### config.mk
export PLATFORM = sky130hd
export DESIGN_NAME = gregorian_date_difference
export DESIGN_NICKNAME = d
export VERILOG_FILES = /design/src/hdl/gdd_pkg.sv /design/src/hdl/gdd_day_number.sv /design/src/hdl/gregorian_date_difference.sv
export SDC_FILE = /design/constraint.sdc
export NUM_CORES = 2
export LEC_CHECK = 0
export BUFFER_PORTS_ARGS = -buffer_cell sky130_fd_sc_hd__buf_2
export CAP_MARGIN = 30
export CORE_MARGIN = 5
export CORE_UTILIZATION = 59
export CTS_CLUSTER_SIZE = 14
export DETAILED_ROUTE_END_ITERATION = 7
export GPL_ROUTABILITY_DRIVEN = 1
export PLACE_DENSITY = 0.79
export SLEW_MARGIN = 0
export SYNTH_ARGS = -nofsm -noshare
export SYNTH_HDL_FRONTEND = slang
export SYNTH_SLANG_ARGS = --single-unit
### constraint.sdc
create_clock -name clock -period 6.75 [get_ports clock]
set_input_delay 0.675 -clock clock [delete_from_list [all_inputs] [get_ports clock]]
set_output_delay 0.675 -clock clock [all_outputs]
set_load 0.01 [all_outputs]
### src/hdl/gdd_pkg.sv
// Shared types, constants and calendar functions for the Gregorian date difference block.
`default_nettype none

package gdd_pkg;

   // Field widths
   localparam int DAY_W    = 5;
   localparam int MONTH_W  = 4;
   localparam int YEAR_W   = 14;
   localparam int DNUM_W   = 23;
   localparam int DIFF_W   = 23;
   localparam int WIDE_W   = DNUM_W + 1;

   // Stream packing
   localparam int REQ_DATA_W = 48;
   localparam int RSP_DATA_W = 32;

   // Divide by 25 as multiply by reciprocal: exact for operands below 43690
   localparam int            RECIP_SHIFT = 17;
   localparam int            OPND_W      = 13;
   localparam int            PROD_W      = 2 * OPND_W;
   localparam int            QUOT_W      = PROD_W - RECIP_SHIFT;
   localparam logic [12:0]   RECIP_25    = 13'd5243;
   localparam logic [12:0]   DIV_25      = 13'd25;

   localparam logic [8:0]    DAYS_PER_YEAR = 9'd365;
   localparam logic [14:0]   ROUND_4       = 15'd3;
   localparam logic [14:0]   ROUND_100     = 15'd99;
   localparam logic [14:0]   ROUND_400     = 15'd399;

   localparam logic signed [WIDE_W-1:0] DIFF_LIMIT = 24'sd3652425;

   // Month codes
   localparam logic [MONTH_W-1:0] MONTH_JAN = 4'd1;
   localparam logic [MONTH_W-1:0] MONTH_FEB = 4'd2;
   localparam logic [MONTH_W-1:0] MONTH_APR = 4'd4;
   localparam logic [MONTH_W-1:0] MONTH_JUN = 4'd6;
   localparam logic [MONTH_W-1:0] MONTH_SEP = 4'd9;
   localparam logic [MONTH_W-1:0] MONTH_NOV = 4'd11;
   localparam logic [MONTH_W-1:0] MONTH_DEC = 4'd12;

   typedef struct packed {
      logic [YEAR_W-1:0]  year;
      logic [MONTH_W-1:0] month;
      logic [DAY_W-1:0]   day;
   } date_type;

   // Per-stage advance enables of the day number pipeline
   typedef struct packed {
      logic s3;
      logic s2;
      logic s1;
   } stage_en_type;

   // Days of a common year before the first of the month
   function automatic logic [8:0] days_before_month(input logic [MONTH_W-1:0] m);
      logic [8:0] r;
      case (m)
         4'd1:    r = 9'd0;
         4'd2:    r = 9'd31;
         4'd3:    r = 9'd59;
         4'd4:    r = 9'd90;
         4'd5:    r = 9'd120;
         4'd6:    r = 9'd151;
         4'd7:    r = 9'd181;
         4'd8:    r = 9'd212;
         4'd9:    r = 9'd243;
         4'd10:   r = 9'd273;
         4'd11:   r = 9'd304;
         4'd12:   r = 9'd334;
         default: r = 9'd0;
      endcase
      return r;
   endfunction

   // Length of the month, February by leap flag
   function automatic logic [DAY_W-1:0] month_len(input logic [MONTH_W-1:0] m,
                                                   input logic leap);
      logic [DAY_W-1:0] r;
      if (m == MONTH_FEB) begin
         r = leap ? 5'd29 : 5'd28;
      end else if (m == MONTH_APR || m == MONTH_JUN || m == MONTH_SEP || m == MONTH_NOV) begin
         r = 5'd30;
      end else begin
         r = 5'd31;
      end
      return r;
   endfunction

endpackage

`default_nettype wire

### src/hdl/gdd_day_number.sv
// Three-stage pipeline that turns one date into its day number and validity flag.
`default_nettype none

module gdd_day_number (
   input  wire logic                          clock,
   input  wire gdd_pkg::stage_en_type         stage_en,
   input  wire gdd_pkg::date_type             date,
   output logic [gdd_pkg::DNUM_W-1:0]         day_num,
   output logic                               date_valid
);
   import gdd_pkg::*;

   // Stage 1: reciprocal products and 365 * year
   logic [YEAR_W-1:0]  year1_ff;
   logic [MONTH_W-1:0] month1_ff;
   logic [DAY_W-1:0]   day1_ff;
   logic [DNUM_W-1:0]  y365_1_ff, y365_1_in;
   logic [PROD_W-1:0]  p0_ff, p0_in, p1_ff, p1_in, p2_ff, p2_in;
   logic [14:0]        sum100, sum400;
   logic [OPND_W-1:0]  v0, v1, v2;

   always_comb begin
      v0     = {1'b0, date.year[YEAR_W-1:2]};
      sum100 = {1'b0, date.year} + ROUND_100;
      sum400 = {1'b0, date.year} + ROUND_400;
      v1     = sum100[14:2];
      v2     = sum400[14:2];
      p0_in  = PROD_W'(v0) * PROD_W'(RECIP_25);
      p1_in  = PROD_W'(v1) * PROD_W'(RECIP_25);
      p2_in  = PROD_W'(v2) * PROD_W'(RECIP_25);
      y365_1_in = DNUM_W'(date.year) * DNUM_W'(DAYS_PER_YEAR);
   end

   always_ff @(posedge clock) begin
      if (stage_en.s1) begin
         year1_ff  <= date.year;
         month1_ff <= date.month;
         day1_ff   <= date.day;
         y365_1_ff <= y365_1_in;
         p0_ff     <= p0_in;
         p1_ff     <= p1_in;
         p2_ff     <= p2_in;
      end
   end

   // Stage 2: leap count, leap flag, validity and in-year offset
   logic [DNUM_W-1:0] y365_2_ff;
   logic [12:0]       leaps_ff, leaps_in;
   logic [9:0]        part_ff, part_in;
   logic              valid2_ff, valid2_in;
   logic [QUOT_W-1:0] q0, q1, q2;
   logic [14:0]       sum4;
   logic [12:0]       q0x25;
   logic              century, leap;
   logic [DAY_W-1:0]  mlen;

   always_comb begin
      q0    = p0_ff[PROD_W-1:RECIP_SHIFT];
      q1    = p1_ff[PROD_W-1:RECIP_SHIFT];
      q2    = p2_ff[PROD_W-1:RECIP_SHIFT];
      sum4  = {1'b0, year1_ff} + ROUND_4;
      leaps_in = sum4[14:2] - 13'(q1) + 13'(q2 >> 2);
      q0x25   = 13'(q0) * DIV_25;
      century = ({1'b0, year1_ff[YEAR_W-1:2]} == q0x25);
      leap    = (year1_ff[1:0] == 2'd0) && (!century || (q0[1:0] == 2'd0));
      mlen    = month_len(month1_ff, leap);
      valid2_in = (month1_ff >= MONTH_JAN) && (month1_ff <= MONTH_DEC)
                  && (day1_ff != '0) && (day1_ff <= mlen);
      part_in = 10'(days_before_month(month1_ff))
                + 10'((leap && (month1_ff > MONTH_FEB)) ? 1'b1 : 1'b0)
                + 10'(day1_ff);
   end

   always_ff @(posedge clock) begin
      if (stage_en.s2) begin
         y365_2_ff <= y365_1_ff;
         leaps_ff  <= leaps_in;
         part_ff   <= part_in;
         valid2_ff <= valid2_in;
      end
   end

   // Stage 3: sum the day number
   logic [DNUM_W-1:0] dnum_ff, dnum_in;
   logic              valid3_ff;

   assign dnum_in = y365_2_ff + DNUM_W'(leaps_ff) + DNUM_W'(part_ff);

   always_ff @(posedge clock) begin
      if (stage_en.s3) begin
         dnum_ff   <= dnum_in;
         valid3_ff <= valid2_ff;
      end
   end

   assign day_num    = dnum_ff;
   assign date_valid = valid3_ff;

endmodule

`default_nettype wire

### src/hdl/gregorian_date_difference.sv
// Top level: stream wrapper and final subtract of the Gregorian date difference block.
//
// Usage:
//   req_ channel takes one item per accepted beat: a start and an end date
//   (day, month, year). rsp_ channel returns one item per request, in order:
//   the signed day count from start to end, saturated to +/-3652425, and a
//   validity flag for each date. The count is zero when either date is invalid.
//   An accepted item reaches rsp_tvalid through four register stages (three
//   day-number stages and the subtract/saturate output register), each holding
//   one item. Throughput is one item per cycle while rsp_tready stays high.
//   Each stage has its own valid bit and advances when it is empty or the
//   stage after it advances, so bubbles are squeezed out and req_tready stays
//   high while a result waits as long as some stage is free. When the
//   receiver holds rsp_tready low, the output item is held stable and the
//   pipeline fills; req_tready falls once all four stages are occupied.
//   Synchronous reset empties the pipeline; no item is in flight after it.
`default_nettype none

module gregorian_date_difference (
   input  wire logic                               clock,
   input  wire logic                               reset,
   input  wire logic                               req_tvalid,
   output logic                                    req_tready,
   // start_day, start_month, start_year, end_day, end_month, end_year, zero pad
   input  wire logic [gdd_pkg::REQ_DATA_W-1:0]     req_tdata,
   output logic                                    rsp_tvalid,
   input  wire logic                               rsp_tready,
   // day_difference, start_valid, end_valid, zero pad
   output logic [gdd_pkg::RSP_DATA_W-1:0]          rsp_tdata
);
   import gdd_pkg::*;

   // Unpack request
   date_type start_date, end_date;
   assign start_date.day   = req_tdata[4:0];
   assign start_date.month = req_tdata[8:5];
   assign start_date.year  = req_tdata[22:9];
   assign end_date.day     = req_tdata[27:23];
   assign end_date.month   = req_tdata[31:28];
   assign end_date.year    = req_tdata[45:32];

   // Stage valids and enables
   logic [3:0] valid_ff, valid_in;
   logic [3:0] en;
   stage_en_type dn_en;

   always_comb begin
      en[3] = !valid_ff[3] || rsp_tready;
      en[2] = !valid_ff[2] || en[3];
      en[1] = !valid_ff[1] || en[2];
      en[0] = !valid_ff[0] || en[1];
      valid_in[0] = en[0] ? req_tvalid  : valid_ff[0];
      valid_in[1] = en[1] ? valid_ff[0] : valid_ff[1];
      valid_in[2] = en[2] ? valid_ff[1] : valid_ff[2];
      valid_in[3] = en[3] ? valid_ff[2] : valid_ff[3];
      dn_en.s1 = en[0];
      dn_en.s2 = en[1];
      dn_en.s3 = en[2];
   end

   always_ff @(posedge clock) begin
      if (reset) begin
         valid_ff <= '0;
      end else begin
         valid_ff <= valid_in;
      end
   end

   assign req_tready = en[0];

   // Day numbers of both dates
   logic [DNUM_W-1:0] start_dn, end_dn;
   logic              start_ok, end_ok;

   gdd_day_number u_start_dn (
      .clock      (clock),
      .stage_en   (dn_en),
      .date       (start_date),
      .day_num    (start_dn),
      .date_valid (start_ok)
   );

   gdd_day_number u_end_dn (
      .clock      (clock),
      .stage_en   (dn_en),
      .date       (end_date),
      .day_num    (end_dn),
      .date_valid (end_ok)
   );

   // Subtract, saturate and zero invalid pairs
   logic signed [WIDE_W-1:0] diff_wide;
   logic signed [DIFF_W-1:0] diff_ff, diff_in;
   logic                     start_ok_ff, end_ok_ff;

   always_comb begin
      diff_wide = $signed({1'b0, end_dn}) - $signed({1'b0, start_dn});
      if (!(start_ok && end_ok)) begin
         diff_in = '0;
      end else if (diff_wide > DIFF_LIMIT) begin
         diff_in = DIFF_W'(DIFF_LIMIT);
      end else if (diff_wide < -DIFF_LIMIT) begin
         diff_in = DIFF_W'(-DIFF_LIMIT);
      end else begin
         diff_in = diff_wide[DIFF_W-1:0];
      end
   end

   always_ff @(posedge clock) begin
      if (en[3]) begin
         diff_ff     <= diff_in;
         start_ok_ff <= start_ok;
         end_ok_ff   <= end_ok;
      end
   end

   assign rsp_tvalid = valid_ff[3];
   assign rsp_tdata  = {7'd0, end_ok_ff, start_ok_ff, diff_ff};

   // A nonzero difference needs both dates valid
   assert property (@(posedge clock) disable iff (reset)
      (rsp_tvalid && (rsp_tdata[22:0] != 23'd0)) |-> (rsp_tdata[23] && rsp_tdata[24]))
      else $error("nonzero difference with an invalid date");

   // Difference stays inside the saturation limits
   assert property (@(posedge clock) disable iff (reset)
      rsp_tvalid |-> (($signed(diff_ff) <= $signed(DIFF_W'(DIFF_LIMIT)))
                      && ($signed(diff_ff) >= $signed(DIFF_W'(-DIFF_LIMIT)))))
      else $error("difference outside saturation range");

   // Pipeline is empty after reset
   assert property (@(posedge clock) reset |=> (valid_ff == 4'd0))
      else $error("pipeline not empty after reset");

   // Ready is low only when every stage holds an item
   assert property (@(posedge clock) disable iff (reset)
      !req_tready |-> (valid_ff == 4'hF && !rsp_tready))
      else $error("input stalled with a free stage");

endmodule

`default_nettype wire

# == Word-level counts from Yosys, hierarchy flattened ==
# Memory sizes are Yosys's and may differ from the RTL's. A register that Yosys moved wholly into a read port is not among the register bits.
# Index checks and enable logic that the tools add are counted.
# totals
romBits,288
register_bits,417
word_cells,136
n_memories,2
# op_classes
bitwise,1
mux,12
n_eq_ne,12
n_mul,10
n_reduce_logical,36
order_cmp,10
addsub,19
# memory_table
memory,words,word_bits,read_ports,rd_clocked_by_memory_dff,write_ports,line,source
(no name shown),16,9,1,1,0,gdd_pkg.sv:58,case (m)
(no name shown),16,9,1,1,0,gdd_pkg.sv:58,
# ops
operator,n
$mul 13x13->26 const B,4
$mul 12x13->25 const B,2
$add 23x10->23,2
$add 23x13->23,2
$mul 14x9->23 const B,2
$add 14x2->15 const B,2
$add 14x7->15 const B,2
$add 14x9->15 const B,2
$add 13x7->13,2
$eq 12x13->1,2
$mul 8x5->13 const B,2
$sub 13x9->13,2
$gt 24x23->1 const B,1
$lt 24x23->1 const B,1
$sub 23x23->24,1
$mux 23,1
$mux 22,1
$add 10x5->10,2
$add 9x10->10,2
$eq 4x3->1 const B,4
$eq 4x4->1 const B,4
$logic_or 1x1->1,12
$logic_and 1x1->1,11
$le 5x5->1,2
12 further kinds,32

# == Depth between registers and ports, before layout ==
# logic_depth
ltp_word,9
depth_mapped,32
depth_no_buf,32

# == Cells and area by module ==
# From an unflattened synthesis, not the netlist that was laid out.
# unflattened
hier_cells,3753
area_unflattened_um2,40495.1
# modules_own_cells
module,area_per_inst_um2,seq_area_each_um2,instances,cells_per_inst
gdd_day_number (u_end_dn),18908.1,4354.2,1,1721
gdd_day_number (u_start_dn),18534.0,4354.2,1,1666
gregorian_date_difference,3052.9,830.8,1,366

# == Worst setup path after synthesis ==
# OpenSTA, ideal clock, no wires.
# synth_path
path_type,input to register
from,in req_tdata[35] (netlist bit)
to,reg u_end_dn.p2_ff[25] (data pin)
path_slack_ns,-0.418
arrival_time_ns,6.908
stages,27
required_time_ns,6.490
path_cell_list,inv_1 ha_1 a21oi_1 nand2b_1 nand3_1 and3_1 xnor2_1 inv_1 fa_1 ha_1 fa_1 fa_1 inv_1 fa_1 inv_1 ha_1 and3_1 a221o_1 a21oi_1 nand2b_1 o311a_1 o21a_1 o21ai_0 nand2b_1 a211o_1 a21oi_1 xnor2_1
# synth_via
elab_chain_len,2
# synth_rtl
element,line,source
"start, declared",gregorian_date_difference.sv:25,"input wire logic [gdd_pkg::REQ_DATA_W-1:0] req_tdata,"
$add 14x9->15,gdd_day_number.sv:25,"sum400 = {1'b0, date.year} + ROUND_400;"
$mul 13x13->26,gdd_day_number.sv:30,p2_in = PROD_W'(v2) * PROD_W'(RECIP_25);
named net u_end_dn.p2_in[25],gdd_day_number.sv:18,"logic [PROD_W-1:0] p0_ff, p0_in, p1_ff, p1_in, p2_ff, p2_in;"
"end signal, assigned",gdd_day_number.sv:42,p2_ff <= p2_in;
"end, declared",gdd_day_number.sv:18,
# The timed path passes the listed nets, and every way through them passes these cells.
# A chain may end at the register's enable or synchronous reset.

# == Final worst setup path ==
# Ends and elaborated chain as after synthesis.

==> qor.log <==
[status] run status complete, no violations
[clock_tree] sink count of the clock tree 325
[clock_tree] deepest clock path buffer count 3
[grt] maximum number of pins on one net before global-route repair 65
[detailed_routing] via count 26487
[grt] Remaining Overflow, GRT 0
[sta] Hold Violations, Final 0
[sta] timing-limited maximum frequency 151.7 MHz
[clock_tree] CTS tree yes
[die] DIE AREA 72990 um2
[detailed_routing] antenna-violating nets left 0
[sta] setup skew after layout 23.89 ps
[worst_setup_path] CP Launch Type input port
[worst_setup_path] Critical Setup Path Class input port to register
[logic_synthesis] number of warnings printed during yosys synthesis 0
[sta] final period utilization 97.65%
[logic_synthesis] leading register cell type out of synthesis sky130_fd_sc_hd__edfxtp_1
[worst_setup_path] data arrival time of the critical path 6890 ps
[flow_run] max-capacitance violation count 0
[die] initial standard-cell utilization of the core 59.46%
[grt] wire length of the first global-routing pass 138500 um
[place] number of placed instances, taps included 4876
[clock_tree] cell chosen for the clock root sky130_fd_sc_hd__clkbuf_16
[detailed_routing] via density per instance 5.335
[grt] number of antenna violations at the first check in global routing 5
[clock_tree] total clock buffers created by CTS 38
[worst_hold_path] min-delay worst type input port to register
[sta] post-route worst hold slack 290.4 ps
[detailed_routing] drc violations 0
[final_layout] layout-stage area growth over the synthesis result 12.42%
[sta] worst slew margin relative to its limit 41.16%
[detailed_routing] wire per inst 16.77 um
[logic_synthesis] number of enable flip-flop cells after synthesis 303
[place] input/output buffers 76
[clock_tree] maximum level of the CTS H-tree 2
[die] Ports 86
[final_layout] fraction of the core area covered by cells at the end of the flow 66.85%
[logic_synthesis] mean cell area of the mapped netlist 10.78 um2
[place] half-perimeter wire length after placement 70580 um
[detailed_routing] number of DRC violations after detailed-routing iteration 0 1220
[logic_synthesis] number of standard cells after synthesis 3703
[power_and_ir_drop] VDD IR max 0.0003713 V
[clock_tree] clock network latency to the later pin of the worst-skew pair 560 ps
[die] Core Rows 95
[logic_synthesis] cell area after synthesis 39930 um2
[die] die width 270.2 um
[clock_tree] # hold bufs at CTS 0
[grt] total routing usage reported by global routing 23.12%
[worst_setup_path] longest individual stage delay on the worst path 540 ps
[worst_setup_path] CP endpoint kind register
[detailed_routing] drt pass-1 iters 5
[detailed_routing] Routed Wire Length 83260 um
[grt] via count of the first global-routing pass 28264
[place] Final GP Congestion 0.9290
[worst_setup_path] slowest stage cell, crit path sky130_fd_sc_hd__fa_1
[worst_setup_path] cell type with the highest occurrence count on the critical path sky130_fd_sc_hd__fa_1
[worst_setup_path] worst path buffer plus inverter count 8
[logic_synthesis] portion of the post-synthesis area used by sequential elements 23.89%
[final_layout] fraction of layout cells with a size suffix above 1 12.21%
[sta] count of final setup violators 0
[worst_setup_path] Largest delay share family, worst path adder cells
[sta] final max-slew violation count 0
[clock_tree] clock-pin slew reported for the worst setup and hold paths after clock tree synthesis 60 ps
[power_and_ir_drop] power per standard cell area 498.4 nW/um2
[die] Std-Cell Core Area 67160 um2
[final_layout] # nets final 5362
[final_layout] total of fill cells in the finished design 4902
[logic_synthesis] distinct cell type count after synthesis 85
[sta] actual slew at the worst max-slew pin 858.1 ps
[sta] shortest period the worst path allows 6591 ps
[logic_synthesis] Post-synth ARST share 0%
[worst_setup_path] CP Max Fanout 5
[die] Die Ht 270.2 um
[power_and_ir_drop] LEAKAGE 23.21 nW
[logic_synthesis] number of storage elements in the synthesis netlist 325
[sta] setup repair after global routing missed its margin yes
[final_layout] number of cells in the finished layout apart from fillers 4965
[worst_setup_path] Required @ worst endpoint 7050 ps
## per-stage QoR
step	total power [mW]	setup WS, ps	area [um2]	TNS, ps
6_report	22.38	158.9	44890	0
5_1_grt	25.09	-111.1	44890	-186.0
4_1_cts	22.29	101.1	44470	0
3_5_place_dp	20.03	-421.1	43240	-4113
3_3_place_gp	19.31	-329.0	43220	-2476
2_1_floorplan	16.05	-35.21	40100	-35.21
## timing repair
action                                  CTS  global route
resized for setup                         0            60
endpoints found under the setup margin    0            13
setup buffers                             0            16
## cell usage after synthesis (18+ instances only)
master,n,share of area (%)
sky130_fd_sc_hd__inv_1,911,8.6
sky130_fd_sc_hd__a21oi_1,114,1.4
sky130_fd_sc_hd__ha_1,796,25
sky130_fd_sc_hd__o21a_1,18,0.34
sky130_fd_sc_hd__a21o_1,58,1.1
sky130_fd_sc_hd__nand3_1,45,0.56
sky130_fd_sc_hd__nor2_1,118,1.1
sky130_fd_sc_hd__dfxtp_1,22,1.1
sky130_fd_sc_hd__nor2b_1,30,0.47
sky130_fd_sc_hd__o21ai_0,78,0.98
sky130_fd_sc_hd__nand2b_1,31,0.49
sky130_fd_sc_hd__nand2_1,118,1.1
sky130_fd_sc_hd__and3_1,25,0.39
sky130_fd_sc_hd__xor2_1,84,1.8
sky130_fd_sc_hd__fa_1,455,23
sky130_fd_sc_hd__xnor2_1,180,3.9
sky130_fd_sc_hd__nand4_1,24,0.38
sky130_fd_sc_hd__edfxtp_1,303,23
sky130_fd_sc_hd__nor3_1,45,0.56
## where the power goes
part | internal (mW) | switching [mW]
logic | 7.43 | 8.95
registers | 3.55 | 0.414
clock network | 1.17 | 0.859
total | 12.1 | 10.2
## logic make-up after synthesis
kind of cell / Yosys count / synth area share [%]
adders and majority gates: 1251 / 47.75
buffers and inverters: 932 / 8.933
and+or+nand+nor: 488 / 5.988
AOI/OAI and AO/OA: 426 / 7.197
DFF: 325 / 23.89
xor gates and xnor gates: 266 / 5.872
muxes: 14 / 0.3635
other: 1 / 0.009391
## placed cells by master (no fill, tap or decap), drive strengths merged, types with 10 or more instances in the layout
master / netlist / layout
a211oi: 20 / 20
a21boi: 11 / 11
a21o: 59 / 59
a21oi: 120 / 120
a31oi: 11 / 11
and3: 25 / 25
buf: 14 / 331
clkbuf: 7 / 50
clkinv: 0 / 11
dfxtp: 22 / 22
edfxtp: 303 / 303
fa: 455 / 455
ha: 796 / 796
inv: 911 / 912
mux2i: 10 / 10
nand2: 118 / 118
nand2b: 31 / 31
nand3: 47 / 47
nand4: 24 / 24
nor2: 118 / 118
nor2b: 30 / 30
nor3: 45 / 45
o21a: 18 / 18
o21ai: 94 / 94
o21bai: 17 / 17
o31ai: 11 / 11
xnor2: 181 / 181
xor2: 85 / 85
## per-layer routing
| metal | routed length (um) | GRT usage [%] | vias up | share of wire, % |
|---|---|---|---|---|
| met1 | 36130 | 30.83 | 13003 | 43 |
| met4 | 2310 | 6.178 | 2 | 2.8 |
| met2 | 41190 | 40.39 | 473 | 49 |
| met3 | 3609 | 2.718 | 145 | 4.3 |
| li1 | - | - | 12864 | - |
| met5 | 13 | 0 | - | 0.016 |
## area by class of cell
class	instances	area (um2)	share of cell area, %
Antenna cell	4	10.01	0.02230
Clock buffer	50	1027	2.288
Clock inverter	19	196.4	0.4376
Inverter	911	3430	7.639
Multi-Input combinational cell	2452	27260	60.71
Sequential cell	325	9539	21.25
Tap cell	873	1092	2.433
Timing Repair Buffer	331	2342	5.217
## worst paths after layout
kind	start	to	slack, ps	cells past startpoint
setup / recovery	req_tdata[35]	u_end_dn.p2_ff[25]	160	32
hold / removal	req_tdata[26]	u_end_dn.day1_ff[3]	290	1
setup reg to reg	u_end_dn.p0_ff[19]	u_end_dn.part_ff[8]	1220	23
hold reg to reg	u_end_dn.y365_1_ff[10]	u_end_dn.y365_2_ff[10]	410	0
## state kept, by name, indices dropped and copies added (netlist names), 4 cells and up, named ones only
name and count:
u_start_dn.p1_ff 9, u_start_dn.part_ff 10, u_end_dn.month1_ff 4, u_start_dn.month1_ff 4
u_start_dn.p2_ff 7, u_end_dn.p0_ff 8, u_start_dn.day_num 23, u_start_dn.day1_ff 5
u_start_dn.year1_ff 12, u_end_dn.day1_ff 5, u_start_dn.y365_2_ff 23, diff_ff 23
u_end_dn.y365_2_ff 23, u_end_dn.day_num 23, u_start_dn.p0_ff 8, u_end_dn.part_ff 10
u_end_dn.p1_ff 9, u_end_dn.year1_ff 12, u_start_dn.leaps_ff 13, valid_ff 4
u_end_dn.y365_1_ff 23, u_start_dn.y365_1_ff 23, u_end_dn.leaps_ff 13, u_end_dn.p2_ff 7
Power figures use the tool's default switching activity.
